## src/rtl/clr_pkg.sv

```systemverilog
// ----------------------------------------------------------------------------
// clr_pkg: shared types and constants of the clipped line rasterizer
// Coordinate, colour and index widths, the command word passed from the
// front end to the walker, and the walker status group.
// ----------------------------------------------------------------------------
package clr_pkg;

  localparam int COORD_W     = 16;
  localparam int COLOUR_W    = 24;
  localparam int INDEX_W     = 9;
  localparam int ERR_W       = 20;
  localparam int MAX_RESULTS = 64;
  localparam int CNT_W       = $clog2(MAX_RESULTS + 1);

  typedef struct packed {
    logic signed [COORD_W-1:0] x0;
    logic signed [COORD_W-1:0] y0;
    logic signed [COORD_W-1:0] x1;
    logic signed [COORD_W-1:0] y1;
    logic [COORD_W-1:0]        dx;
    logic [COORD_W-1:0]        dy;
    logic                      sx_neg;
    logic                      sy_neg;
    logic [COLOUR_W-1:0]       colour;
  } line_cmd_t;

  typedef struct packed {
    logic active;
    logic pend_valid;
  } walk_stat_t;

endpackage

```

## src/rtl/clr_front.sv

```systemverilog
// ----------------------------------------------------------------------------
// clr_front: command capture and classification
// Holds one command, sorts and clips axis-aligned lines to the display,
// computes step magnitudes and directions, drops off-screen axis lines.
// ----------------------------------------------------------------------------
module clr_front import clr_pkg::*; #(
  parameter int PANEL_ROWS      = 8,
  parameter int DISPLAY_COLUMNS = 64
) (
  input  logic                      clk,
  input  logic                      rst,
  input  logic                      start,
  input  logic signed [COORD_W-1:0] start_x,
  input  logic signed [COORD_W-1:0] start_y,
  input  logic signed [COORD_W-1:0] end_x,
  input  logic signed [COORD_W-1:0] end_y,
  input  logic [COLOUR_W-1:0]       colour,
  output logic                      busy,
  input  logic                      queue_full,
  output logic                      push,
  output line_cmd_t                 push_cmd
);

  localparam logic signed [COORD_W:0] X_MAX = (COORD_W+1)'(DISPLAY_COLUMNS - 1);
  localparam logic signed [COORD_W:0] Y_MAX = (COORD_W+1)'(PANEL_ROWS - 1);
  localparam logic signed [COORD_W:0] ZERO  = '0;

  logic                      hold_valid;
  logic signed [COORD_W-1:0] hx0, hy0, hx1, hy1;
  logic [COLOUR_W-1:0]       hcolour;

  logic signed [COORD_W:0] ex0, ey0, ex1, ey1;
  logic signed [COORD_W:0] lo, hi, lo_c, hi_c, dxs, dys, span;
  logic                    horiz, vert, empty, drain, accept;

  always_comb begin
    ex0 = {hx0[COORD_W-1], hx0};
    ey0 = {hy0[COORD_W-1], hy0};
    ex1 = {hx1[COORD_W-1], hx1};
    ey1 = {hy1[COORD_W-1], hy1};
    horiz = (hy0 == hy1);
    vert  = !horiz && (hx0 == hx1);
    dxs = ex1 - ex0;
    dys = ey1 - ey0;
    if (horiz) begin
      lo = (ex0 < ex1) ? ex0 : ex1;
      hi = (ex0 < ex1) ? ex1 : ex0;
    end else begin
      lo = (ey0 < ey1) ? ey0 : ey1;
      hi = (ey0 < ey1) ? ey1 : ey0;
    end
    lo_c = (lo < ZERO) ? ZERO : lo;
    if (horiz) begin
      hi_c = (hi > X_MAX) ? X_MAX : hi;
    end else begin
      hi_c = (hi > Y_MAX) ? Y_MAX : hi;
    end
    span = hi_c - lo_c;

    push_cmd        = '0;
    push_cmd.colour = hcolour;
    empty           = 1'b0;
    if (horiz) begin
      empty           = (ey0 < ZERO) || (ey0 > Y_MAX) || (lo_c > hi_c);
      push_cmd.x0     = lo_c[COORD_W-1:0];
      push_cmd.x1     = hi_c[COORD_W-1:0];
      push_cmd.y0     = hy0;
      push_cmd.y1     = hy0;
      push_cmd.dx     = span[COORD_W-1:0];
    end else if (vert) begin
      empty           = (ex0 < ZERO) || (ex0 > X_MAX) || (lo_c > hi_c);
      push_cmd.x0     = hx0;
      push_cmd.x1     = hx0;
      push_cmd.y0     = lo_c[COORD_W-1:0];
      push_cmd.y1     = hi_c[COORD_W-1:0];
      push_cmd.dy     = span[COORD_W-1:0];
    end else begin
      push_cmd.x0     = hx0;
      push_cmd.y0     = hy0;
      push_cmd.x1     = hx1;
      push_cmd.y1     = hy1;
      push_cmd.sx_neg = !(ex0 < ex1);
      push_cmd.sy_neg = !(ey0 < ey1);
      push_cmd.dx     = push_cmd.sx_neg ? COORD_W'(-dxs) : dxs[COORD_W-1:0];
      push_cmd.dy     = push_cmd.sy_neg ? COORD_W'(-dys) : dys[COORD_W-1:0];
    end
  end

  assign drain  = hold_valid && (empty || !queue_full);
  assign push   = hold_valid && !empty && !queue_full;
  assign busy   = hold_valid && !drain;
  assign accept = start && !busy;

  always_ff @(posedge clk) begin
    if (rst) begin
      hold_valid <= 1'b0;
    end else if (accept) begin
      hold_valid <= 1'b1;
    end else if (drain) begin
      hold_valid <= 1'b0;
    end
  end

  always_ff @(posedge clk) begin
    if (accept) begin
      hx0     <= start_x;
      hy0     <= start_y;
      hx1     <= end_x;
      hy1     <= end_y;
      hcolour <= colour;
    end
  end

endmodule

```

## src/rtl/clr_queue.sv

```systemverilog
// ----------------------------------------------------------------------------
// clr_queue: two-entry command queue
// Decouples the front end from the walker so each side stalls on its own.
// ----------------------------------------------------------------------------
module clr_queue import clr_pkg::*; (
  input  logic      clk,
  input  logic      rst,
  input  logic      push,
  input  line_cmd_t push_cmd,
  output logic      full,
  input  logic      pop,
  output logic      valid,
  output line_cmd_t head
);

  localparam int DEPTH = 2;
  localparam int PTR_W = $clog2(DEPTH);

  line_cmd_t         entries [DEPTH];
  logic [PTR_W-1:0]  wr_ptr, rd_ptr;
  logic [PTR_W:0]    count;

  assign full  = (count == (PTR_W+1)'(DEPTH));
  assign valid = (count != '0);
  assign head  = entries[rd_ptr];

  always_ff @(posedge clk) begin
    if (rst) begin
      wr_ptr <= '0;
      rd_ptr <= '0;
      count  <= '0;
    end else begin
      if (push) begin
        wr_ptr <= wr_ptr + 1'b1;
      end
      if (pop) begin
        rd_ptr <= rd_ptr + 1'b1;
      end
      case ({push, pop})
        2'b10:   count <= count + 1'b1;
        2'b01:   count <= count - 1'b1;
        default: count <= count;
      endcase
    end
  end

  always_ff @(posedge clk) begin
    if (push) begin
      entries[wr_ptr] <= push_cmd;
    end
  end

endmodule

```

## src/rtl/clr_walker.sv

```systemverilog
// ----------------------------------------------------------------------------
// clr_walker: Bresenham walker and pixel write generator
// Steps one point per cycle, keeps one visible point pending so the final
// write of a line can be flagged, and limits the writes per line.
// ----------------------------------------------------------------------------
module clr_walker import clr_pkg::*; #(
  parameter int PANEL_ROWS      = 8,
  parameter int DISPLAY_COLUMNS = 64
) (
  input  logic                clk,
  input  logic                rst,
  input  logic                q_valid,
  input  line_cmd_t           q_cmd,
  output logic                pop,
  output logic                strobe,
  output logic [INDEX_W-1:0]  pixel_index,
  output logic [COLOUR_W-1:0] pixel_colour,
  output logic                last_write,
  output walk_stat_t          stat
);

  localparam logic [1:0] ST_IDLE  = 2'd0;
  localparam logic [1:0] ST_RUN   = 2'd1;
  localparam logic [1:0] ST_FLUSH = 2'd2;

  localparam logic signed [COORD_W:0] X_LIM = (COORD_W+1)'(DISPLAY_COLUMNS);
  localparam logic signed [COORD_W:0] Y_LIM = (COORD_W+1)'(PANEL_ROWS);
  localparam logic [31:0]             ROWS  = 32'(PANEL_ROWS);
  localparam logic [CNT_W-1:0]        N_MAX = CNT_W'(MAX_RESULTS);
  localparam int                      PAD_W = ERR_W - COORD_W;

  logic [1:0]                state;
  logic signed [COORD_W-1:0] x, y, x1, y1;
  logic signed [ERR_W-1:0]   dx, dy, err;
  logic                      sx_neg, sy_neg;
  logic [COLOUR_W-1:0]       colour;
  logic                      pend_valid;
  logic [INDEX_W-1:0]        pend_index;
  logic [CNT_W-1:0]          n;

  logic signed [COORD_W:0]   ex, ey;
  logic signed [ERR_W-1:0]   e2, err_next;
  logic [31:0]               idx_full;
  logic [INDEX_W-1:0]        cur_index;
  logic                      vis, at_end, step_x, step_y, cap_hit;

  always_comb begin
    ex        = {x[COORD_W-1], x};
    ey        = {y[COORD_W-1], y};
    vis       = !x[COORD_W-1] && (ex < X_LIM) && !y[COORD_W-1] && (ey < Y_LIM);
    idx_full  = 32'($unsigned(x)) * ROWS + (ROWS - 32'd1) - 32'($unsigned(y));
    cur_index = idx_full[INDEX_W-1:0];
    at_end    = (x == x1) && (y == y1);
    e2        = err <<< 1;
    step_x    = (e2 >= dy);
    step_y    = (e2 <= dx);
    err_next  = err + (step_x ? dy : '0) + (step_y ? dx : '0);
    cap_hit   = vis && pend_valid && (n == N_MAX);
  end

  assign pop             = (state == ST_IDLE) && q_valid;
  assign stat.active     = (state != ST_IDLE);
  assign stat.pend_valid = pend_valid;

  always_ff @(posedge clk) begin
    if (rst) begin
      state      <= ST_IDLE;
      pend_valid <= 1'b0;
      strobe     <= 1'b0;
      last_write <= 1'b0;
    end else begin
      strobe     <= 1'b0;
      last_write <= 1'b0;
      case (state)
        ST_IDLE: begin
          if (q_valid) begin
            pend_valid <= 1'b0;
            state      <= ST_RUN;
          end
        end
        ST_RUN: begin
          if (vis) begin
            if (pend_valid) begin
              strobe <= 1'b1;
              if (cap_hit) begin
                last_write <= 1'b1;
                pend_valid <= 1'b0;
              end
            end else begin
              pend_valid <= 1'b1;
            end
          end
          if (cap_hit) begin
            state <= ST_IDLE;
          end else if (at_end) begin
            state <= ST_FLUSH;
          end
        end
        ST_FLUSH: begin
          if (pend_valid) begin
            strobe     <= 1'b1;
            last_write <= 1'b1;
            pend_valid <= 1'b0;
          end
          state <= ST_IDLE;
        end
        default: begin
          state <= ST_IDLE;
        end
      endcase
    end
  end

  always_ff @(posedge clk) begin
    case (state)
      ST_IDLE: begin
        if (q_valid) begin
          x      <= q_cmd.x0;
          y      <= q_cmd.y0;
          x1     <= q_cmd.x1;
          y1     <= q_cmd.y1;
          dx     <= $signed({{PAD_W{1'b0}}, q_cmd.dx});
          dy     <= -$signed({{PAD_W{1'b0}}, q_cmd.dy});
          err    <= $signed({{PAD_W{1'b0}}, q_cmd.dx}) - $signed({{PAD_W{1'b0}}, q_cmd.dy});
          sx_neg <= q_cmd.sx_neg;
          sy_neg <= q_cmd.sy_neg;
          colour <= q_cmd.colour;
          n      <= '0;
        end
      end
      ST_RUN: begin
        if (vis) begin
          if (pend_valid) begin
            pixel_index  <= pend_index;
            pixel_colour <= colour;
            if (!cap_hit) begin
              pend_index <= cur_index;
              n          <= n + 1'b1;
            end
          end else begin
            pend_index <= cur_index;
            n          <= CNT_W'(1);
          end
        end
        if (!cap_hit && !at_end) begin
          err <= err_next;
          if (step_x) begin
            x <= sx_neg ? x - 1'b1 : x + 1'b1;
          end
          if (step_y) begin
            y <= sy_neg ? y - 1'b1 : y + 1'b1;
          end
        end
      end
      ST_FLUSH: begin
        pixel_index  <= pend_index;
        pixel_colour <= colour;
      end
      default: begin
        n <= n;
      end
    endcase
  end

endmodule

```

## src/rtl/clipped_line_rasterizer_core.sv

```systemverilog
// ----------------------------------------------------------------------------
// clipped_line_rasterizer_core: line to LED strip pixel writes
// Usage: drive start_x/start_y/end_x/end_y/colour with start high; the
// command is taken on a clock edge where start is high and busy is low.
// Each on-screen point of the line comes out as one beat: strobe high for
// one cycle with pixel_index, pixel_colour and last_write. The receiver
// cannot hold beats off; it must take each beat in its strobe cycle.
// last_write marks the final beat of a line; an invisible line gives none.
// A command passes from the front end through the queue to the walker,
// which loads it, walks its points and then flushes. The first beat is
// issued when the second visible point is reached, or in the flush when
// only one is visible. The walker steps one point per cycle; a line
// reaching far off screen is walked over every point of its full length.
// Axis-aligned lines are clipped before the walk. Two commands may wait
// in the queue while the walker runs; busy rises when the front end and
// queue are full.
// Reset (rst, synchronous) empties the queue, idles the walker and
// clears strobe.
// ----------------------------------------------------------------------------
module clipped_line_rasterizer_core import clr_pkg::*; #(
  parameter int PANEL_ROWS      = 8,
  parameter int DISPLAY_COLUMNS = 64
) (
  input  logic                      clk,
  input  logic                      rst,
  input  logic                      start,
  output logic                      busy,
  input  logic signed [COORD_W-1:0] start_x,
  input  logic signed [COORD_W-1:0] start_y,
  input  logic signed [COORD_W-1:0] end_x,
  input  logic signed [COORD_W-1:0] end_y,
  input  logic [COLOUR_W-1:0]       colour,
  output logic                      strobe,
  output logic [INDEX_W-1:0]        pixel_index,
  output logic [COLOUR_W-1:0]       pixel_colour,
  output logic                      last_write
);

  line_cmd_t  push_cmd, head;
  logic       push, queue_full, q_valid, pop;
  walk_stat_t stat;

  clr_front #(
    .PANEL_ROWS      (PANEL_ROWS),
    .DISPLAY_COLUMNS (DISPLAY_COLUMNS)
  ) u_front (
    .clk        (clk),
    .rst        (rst),
    .start      (start),
    .start_x    (start_x),
    .start_y    (start_y),
    .end_x      (end_x),
    .end_y      (end_y),
    .colour     (colour),
    .busy       (busy),
    .queue_full (queue_full),
    .push       (push),
    .push_cmd   (push_cmd)
  );

  clr_queue u_queue (
    .clk      (clk),
    .rst      (rst),
    .push     (push),
    .push_cmd (push_cmd),
    .full     (queue_full),
    .pop      (pop),
    .valid    (q_valid),
    .head     (head)
  );

  clr_walker #(
    .PANEL_ROWS      (PANEL_ROWS),
    .DISPLAY_COLUMNS (DISPLAY_COLUMNS)
  ) u_walker (
    .clk          (clk),
    .rst          (rst),
    .q_valid      (q_valid),
    .q_cmd        (head),
    .pop          (pop),
    .strobe       (strobe),
    .pixel_index  (pixel_index),
    .pixel_colour (pixel_colour),
    .last_write   (last_write),
    .stat         (stat)
  );

  ap_more_after_beat: assert property (@(posedge clk) disable iff (rst)
    strobe && !last_write |-> stat.active && stat.pend_valid)
    else $error("non-final beat not followed by a pending point");

  ap_idle_no_beat: assert property (@(posedge clk) disable iff (rst)
    !stat.active |=> !strobe)
    else $error("beat issued from an idle walker");

  ap_last_has_strobe: assert property (@(posedge clk) disable iff (rst)
    last_write |-> strobe && !stat.pend_valid)
    else $error("final beat with a point still pending");

endmodule

```

## config.mk

```make
export PLATFORM = sky130hd
export DESIGN_NAME = clipped_line_rasterizer_core
export DESIGN_NICKNAME = d
export VERILOG_FILES = /design/src/rtl/clr_pkg.sv /design/src/rtl/clr_front.sv /design/src/rtl/clr_queue.sv /design/src/rtl/clr_walker.sv /design/src/rtl/clipped_line_rasterizer_core.sv
export SDC_FILE = /design/constraint.sdc
export NUM_CORES = 1
export LEC_CHECK = 0
export BUFFER_PORTS_ARGS = -buffer_cell sky130_fd_sc_hd__buf_2
export CORE_AREA = 3 3 267 295
export CTS_CLUSTER_SIZE = 28
export DETAILED_ROUTE_END_ITERATION = 16
export DIE_AREA = 0 0 270 298
export HOLD_SLACK_MARGIN = 0.03
export PLACE_DENSITY_LB_ADDON = 0.25
export SLEW_MARGIN = 10
export SYNTH_ARGS = -nofsm -noshare
export SYNTH_HDL_FRONTEND = slang
export SYNTH_HIERARCHICAL = 1
export SYNTH_SLANG_ARGS = --single-unit
```

## constraint.sdc

```tcl
create_clock -name clk -period 33.3 [get_ports clk]
set_clock_uncertainty 0.05 [all_clocks]
set_input_delay 9.99 -clock clk [delete_from_list [all_inputs] [get_ports clk]]
set_output_delay 9.99 -clock clk [all_outputs]
set_load 0.005 [all_outputs]
```

==> results of run 1 <==
[stage by stage]
stage	hold slack (ns)	instance area (um2)	power, W
floorplan	0.350	30300	0.00224
global placement	0.351	32100	0.00266
detailed placement	0.355	32100	0.00270
CTS	0.369	34100	0.00338
global route	0.376	34100	0.00358
finish	0.365	34100	0.00335
[placed cells by master (no fill, tap or decap), drive strengths merged, types with 18 or more instances in the layout]
cell type / instances
a211oi: 27
a21o: 23
a21oi: 115
a22o: 28
a31oi: 21
and2: 26
and3: 19
buf: 152
clkbuf: 64
clkinv: 27
edfxtp: 526
fa: 24
ha: 178
inv: 202
mux2: 156
mux2i: 39
nand2: 185
nand2b: 18
nand3: 51
nand4: 22
nor2: 155
nor2b: 20
nor3: 51
nor4: 27
o211ai: 27
o21a: 27
o21ai: 125
or3: 28
xnor2: 82
xor2: 75
[critical path: stages (launching register included)]
cell and delay, ns:
edfxtp_1 0.40, inv_1 0.12, ha_1 0.36, or3b_1 0.42
or2_1 0.29, o221ai_2 0.22, nand2_2 0.35, buf_4 0.41
o21ai_0 0.46, o2111ai_1 0.18, or4_4 0.59, nand2_1 0.09
ha_1 0.32, o31a_1 0.33, o32a_1 0.41, ha_1 0.38
a21o_1 0.21, a21o_1 0.17, a21oi_1 0.17, o221ai_1 0.24
o221ai_1 0.24, a41o_1 0.37, and3_1 0.29, buf_2 0.15
[where the power goes]
group | total [W] | internal, W | switching, W
Clock | 0.000665 | 0.000386 | 0.000279
Sequential | 0.00109 | 0.000984 | 0.000110
Combinational | 0.00159 | 0.000653 | 0.000941
[cell type report]
cell class                 instances  area (um2)  share of cell area, %
tap                             1026        1280                   3.76
multi-input combinational       1714       13200                   38.8
sequential                       537       16000                   47.0
clock inverter                    44         523                   1.53
clock buffer                      64        1470                   4.32
timing repair buffer             152         826                   2.42
inverter                         199         747                   2.19
[metal layers]
metal  routed length, um  vias up  GRT usage [%]
met5                   0        -              0
met4                3960        0           8.77
met3                3730      154           2.26
met2               42000      639           36.0
met1               36800    10003           27.4
li1                    -     9672              -
[worst max path at each step]
stage | end | slack [ns]
2_1_floorplan | busy | 17.91
6_report | busy | 15.42
3_5_place_dp | busy | 16.16
5_1_grt | busy | 14.97
4_1_cts | busy | 15.42
3_3_place_gp | busy | 16.25
[state kept, by name, indices dropped and copies added (netlist names), 19 cells and up, named ones only]
register	flops
u_front/hcolour	24
u_walker/pixel_colour	24
u_walker/dy	20
u_queue/entries	244
u_walker/colour	24
u_walker/err	19
==> reports/metrics.cfg, run 1 <==
[floorplanning]
coreArea_um2=76000
design.die.area_um2=80500
row_count=106
initial_core_util_pct=39.9
ios=127
dieWidth_um=270
die_h_um=298

[hold_path]
hold_end=u_walker/pixel_colour[12]
min_path_cells=0
hold_path.class=reg2reg
min-delay-start=u_walker/colour[12]

[placement]
placed_cells=3628
pre_cts_ws_ns=16.16
place.gp.congestion=0.934
io_buffers=126
hpwl_mm=66.5

[finish]
drive_gt1_share_pct=16.7
fillers=6951
area_growth_pct=12.5
antenna_cells=0
stdcell_count=3736
utilization_pct=44.9
final_nets=2955

[timing]
post-route-min-period_ns=17.88
rsz0062_at_grt=no
tightest_slew_ns=1.21
timing.final.crit_share_pct=53.7
finalWorstSetupSlack_ns=15.42
fmax_ghz=0.0559
hold_viol=0
maxSlewViolCount=0
setup_viol=0
tns_ns=0
slew_headroom_pct=19.3

[clock_tree]
htree_levels=2
clock_path_buffers=3
cts_tree=done
insertion_delay_ns=0.65
post_cts_buffers=0
hold_buffers=0
cts_buffers=58
clock_sinks=537
clk_pin_slew_ns=0.07
cts_resized=0
clockRootBuffer=clkbuf_16

[pwr]
ir_worst_vdd_uv=51.8
power.density_nw_per_um2=98.3
p_leak_nw=13.2

[drt]
antenna_left=0
wl_mm=86.4
dr.pass1.iters=5
drt_iter0_markers=1569
vias=20468
detail_route.wl_per_cell_um=23.1
vias_per_cell=5.48
drc_errors=0

[flow_run]
maxCapViolCount=0

[grt]
grt_overflow_total=0
grt_first_pass_wirelength_mm=129
antenna_found_initial=1
grt_pass1_vias=20697
grtUsageTotal_pct=21.1
grt_max_degree=76

[worst_setup_path]
r2r_end=u_queue/entries[0][31]
cp-end-kind=output port
crit_type=reg2out
r2r_cells=27
reg2reg_from=u_front/hy0[15]
cp_data_arrival_time_ns=7.84
path_max_fanout=40
startpoint=u_front/hy0[15]
worstPathRequired_ns=23.26
start_kind=register
reg2reg_slack_ns=23.52

[yosys]
avgSynthCellArea_um2=12.0
synth.cell_area_um2=30300
synthCells=2524
ys_warn_count=6
synth_nets=2817

[outcome]
status=finished, final reports clean

Note: power is estimated with default switching activity, not from simulation.
==> run 2, diff against run 1 <==
==> constraint.sdc (replaced) <==
create_clock -name clk -period 17.75 [get_ports clk]
set_clock_uncertainty 0.05 [all_clocks]
set_input_delay 5.325 -clock clk [delete_from_list [all_inputs] [get_ports clk]]
set_output_delay 5.325 -clock clk [all_outputs]
set_load 0.005 [all_outputs]
==> run 2 against run 1 <==
Worst hold slack lost 0.0029 ns. Combinational power grew 89%. Sequential power grew 86%. Die area is the same. Count of clock-buffer cells in the layout shrank 2. Sequential share of layout area is essentially flat. Register-to-register slack lost 16 ns. Wire length shrank 0.75%.
==> reports/metrics.cfg, run 2 (synthesis results as in run 1) <==
[grt]
grt_pass1_vias=20460  ; -1.1%
grt_overflow_total=0  ; unchanged
grt_max_degree=71  ; -6.6%
antenna_found_initial=2  ; +1
grt_first_pass_wirelength_mm=128  ; -0.16%
grtUsageTotal_pct=20.9  ; -0.16 points

[finish]
largest_reg_flops=244  ; unchanged
area_growth_pct=12.4  ; about the same
layout_common_cells=edfxtp_1 (526), inv_1 (198), nand2_1 (184), ha_1 (177), nor2_1 (154)
fin_area_um2=34100  ; about the same
utilization_pct=44.9  ; about the same
drive_gt1_share_pct=16.7  ; unchanged
final_common_cell=edfxtp_1
largest-register=u_queue/entries
final_nets=2954  ; -0.034%

[clock_tree]
clockRootBuffer=clkbuf_16
htree_levels=2  ; unchanged
insertion_delay_ns=0.64  ; about the same
clk_pin_slew_ns=0.06  ; about the same
post_cts_buffers=0  ; unchanged
hold_buffers=0  ; unchanged
cts_tree=done
cts_resized=0  ; unchanged
cts_buffers=57  ; -1.7%
clock_path_buffers=3  ; unchanged
clock_sinks=537  ; unchanged

[floorplanning]
initial_core_util_pct=39.9  ; unchanged
row_count=106  ; unchanged
coreArea_um2=76000  ; unchanged
ios=127  ; unchanged
die_h_um=298  ; unchanged
dieWidth_um=270  ; unchanged
design.die.area_um2=80500  ; unchanged

[pwr]
power.density_nw_per_um2=184  ; +87%
intPower_w=0.00378  ; +87%
seqPwrFrac_pct=32.4  ; -0.2 points
p_leak_nw=13.2  ; about the same
power.switching_w=0.00248  ; +86%
p_sw_share_pct=39.6  ; -0.12 points
power_frac_clock_pct=19.6  ; -0.2 points
ir_worst_vdd_uv=106  ; +100%
p_comb_share_pct=48.0  ; +0.5 points

[timing]
slew_headroom_pct=15.0  ; -4.3 points
tightest_slew_ns=1.26  ; +0.0487 ns
tns_ns=0  ; unchanged
fmax_ghz=0.0754
hold_viol=0  ; unchanged
post-route-min-period_ns=13.26
rsz0062_at_grt=no
setup_viol=0  ; unchanged
timing.final.crit_share_pct=74.7
maxSlewViolCount=0  ; unchanged

[hold_path]
min_path_cells=0  ; unchanged
hold_path.class=reg2reg

[drt]
drc_errors=0  ; unchanged
dr.pass1.iters=5  ; unchanged
vias_per_cell=5.48  ; about the same
antenna_left=0  ; unchanged
drt_iter0_markers=1560  ; -0.57%
detail_route.wl_per_cell_um=22.9  ; -0.80%
wl_mm=85.8  ; -0.75%
vias=20472  ; +0.020%

[outcome]
status=finished, final reports clean

[worst_setup_path]
cp_data_arrival_time_ns=7.88  ; +0.04 ns
start_kind=register
cp-end-kind=output port
crit_type=reg2out
path_max_fanout=33  ; -18%
r2r_cells=27  ; unchanged
worstPathRequired_ns=12.38  ; -10.88 ns

[placement]
place.gp.congestion=0.948  ; +1.5%
io_buffers=126  ; unchanged
place_area_um2=32100  ; about the same
hpwl_mm=66.0  ; -0.72%

[flow_run]
maxCapViolCount=0  ; unchanged

[run 2: cell count changes in the layout (fill, tap and decap cells not counted), moves of 2 or more]
cell / before / now
clkinv_1: 13 / 15
clkinv_2: 9 / 11
clkinvlp_4: 6 / 4
diode_2: 0 / 2
inv_6: 2 / 4
inv_8: 2 / 0
[run 2: area by class of cell]
class | instances | area (um2)
clock buffers | 62 | 1450
flip-flops and latches | 537 | 16000
well taps | 1026 | 1280
inverters | 199 | 747
diodes | 2 | 5.00
clock inverters | 46 | 520
repair buffers | 152 | 826
multi-input cells | 1714 | 13200
fillers | 6960 | 41900
[run 2: power by group through the flow]
stage | logic [W] | registers [W] | clock network (W)
finish | 0.00300 | 0.00203 | 0.00123
global route | 0.00333 | 0.00206 | 0.00131
CTS | 0.00301 | 0.00203 | 0.00126
detailed placement | 0.00299 | 0.00206 | 0
global placement | 0.00294 | 0.00205 | 0
floorplan | 0.00220 | 0.00201 | 0
[run 2: path summary, 6_finish.rpt]
kind / start / slack [ns] / endpoint
hold reg to reg: u_walker/pend_index[7] / 0.36 / u_walker/pixel_index[7]
setup / recovery: u_front/hy0[15] / 4.49 / busy
hold / removal: u_walker/pend_index[7] / 0.36 / u_walker/pixel_index[7]
setup reg to reg: u_front/hy0[15] / 7.89 / u_queue/entries[0][70]
[run 2: worst max-delay path, stage by stage, from the launching register on]
cell,delay (ns)
edfxtp_1,0.41
inv_1,0.13
ha_1,0.36
or3b_1,0.41
or2_1,0.28
o221ai_2,0.21
nand2_2,0.43
buf_4,0.44
o211ai_1,0.40
nand4_1,0.14
or4_4,0.60
nand2_1,0.10
ha_1,0.32
o31a_1,0.34
o32a_1,0.41
ha_1,0.38
a21o_1,0.21
a21o_1,0.17
a21oi_1,0.19
o221ai_1,0.23
o221ai_1,0.23
a41o_1,0.41
and3_1,0.30
buf_2,0.15
[run 2: through the flow]
stage	worst slack (ns)	hold WS, ns	std cells	power, W
2_1_floorplan	6.59	0.350	2524	0.00421
3_3_place_gp	5.27	0.352	3628	0.00498
3_5_place_dp	5.24	0.355	3628	0.00504
4_1_cts	4.53	0.363	3736	0.00630
5_1_grt	4.10	0.370	3736	0.00670
6_report	4.49	0.362	3738	0.00626
[run 2: layer usage]
metal  global-route usage, %  routed length (um)
met5                       0                   0
met4                    5.86                2420
met3                    2.26                3580
met2                    36.7               42800
met1                    27.5               37000
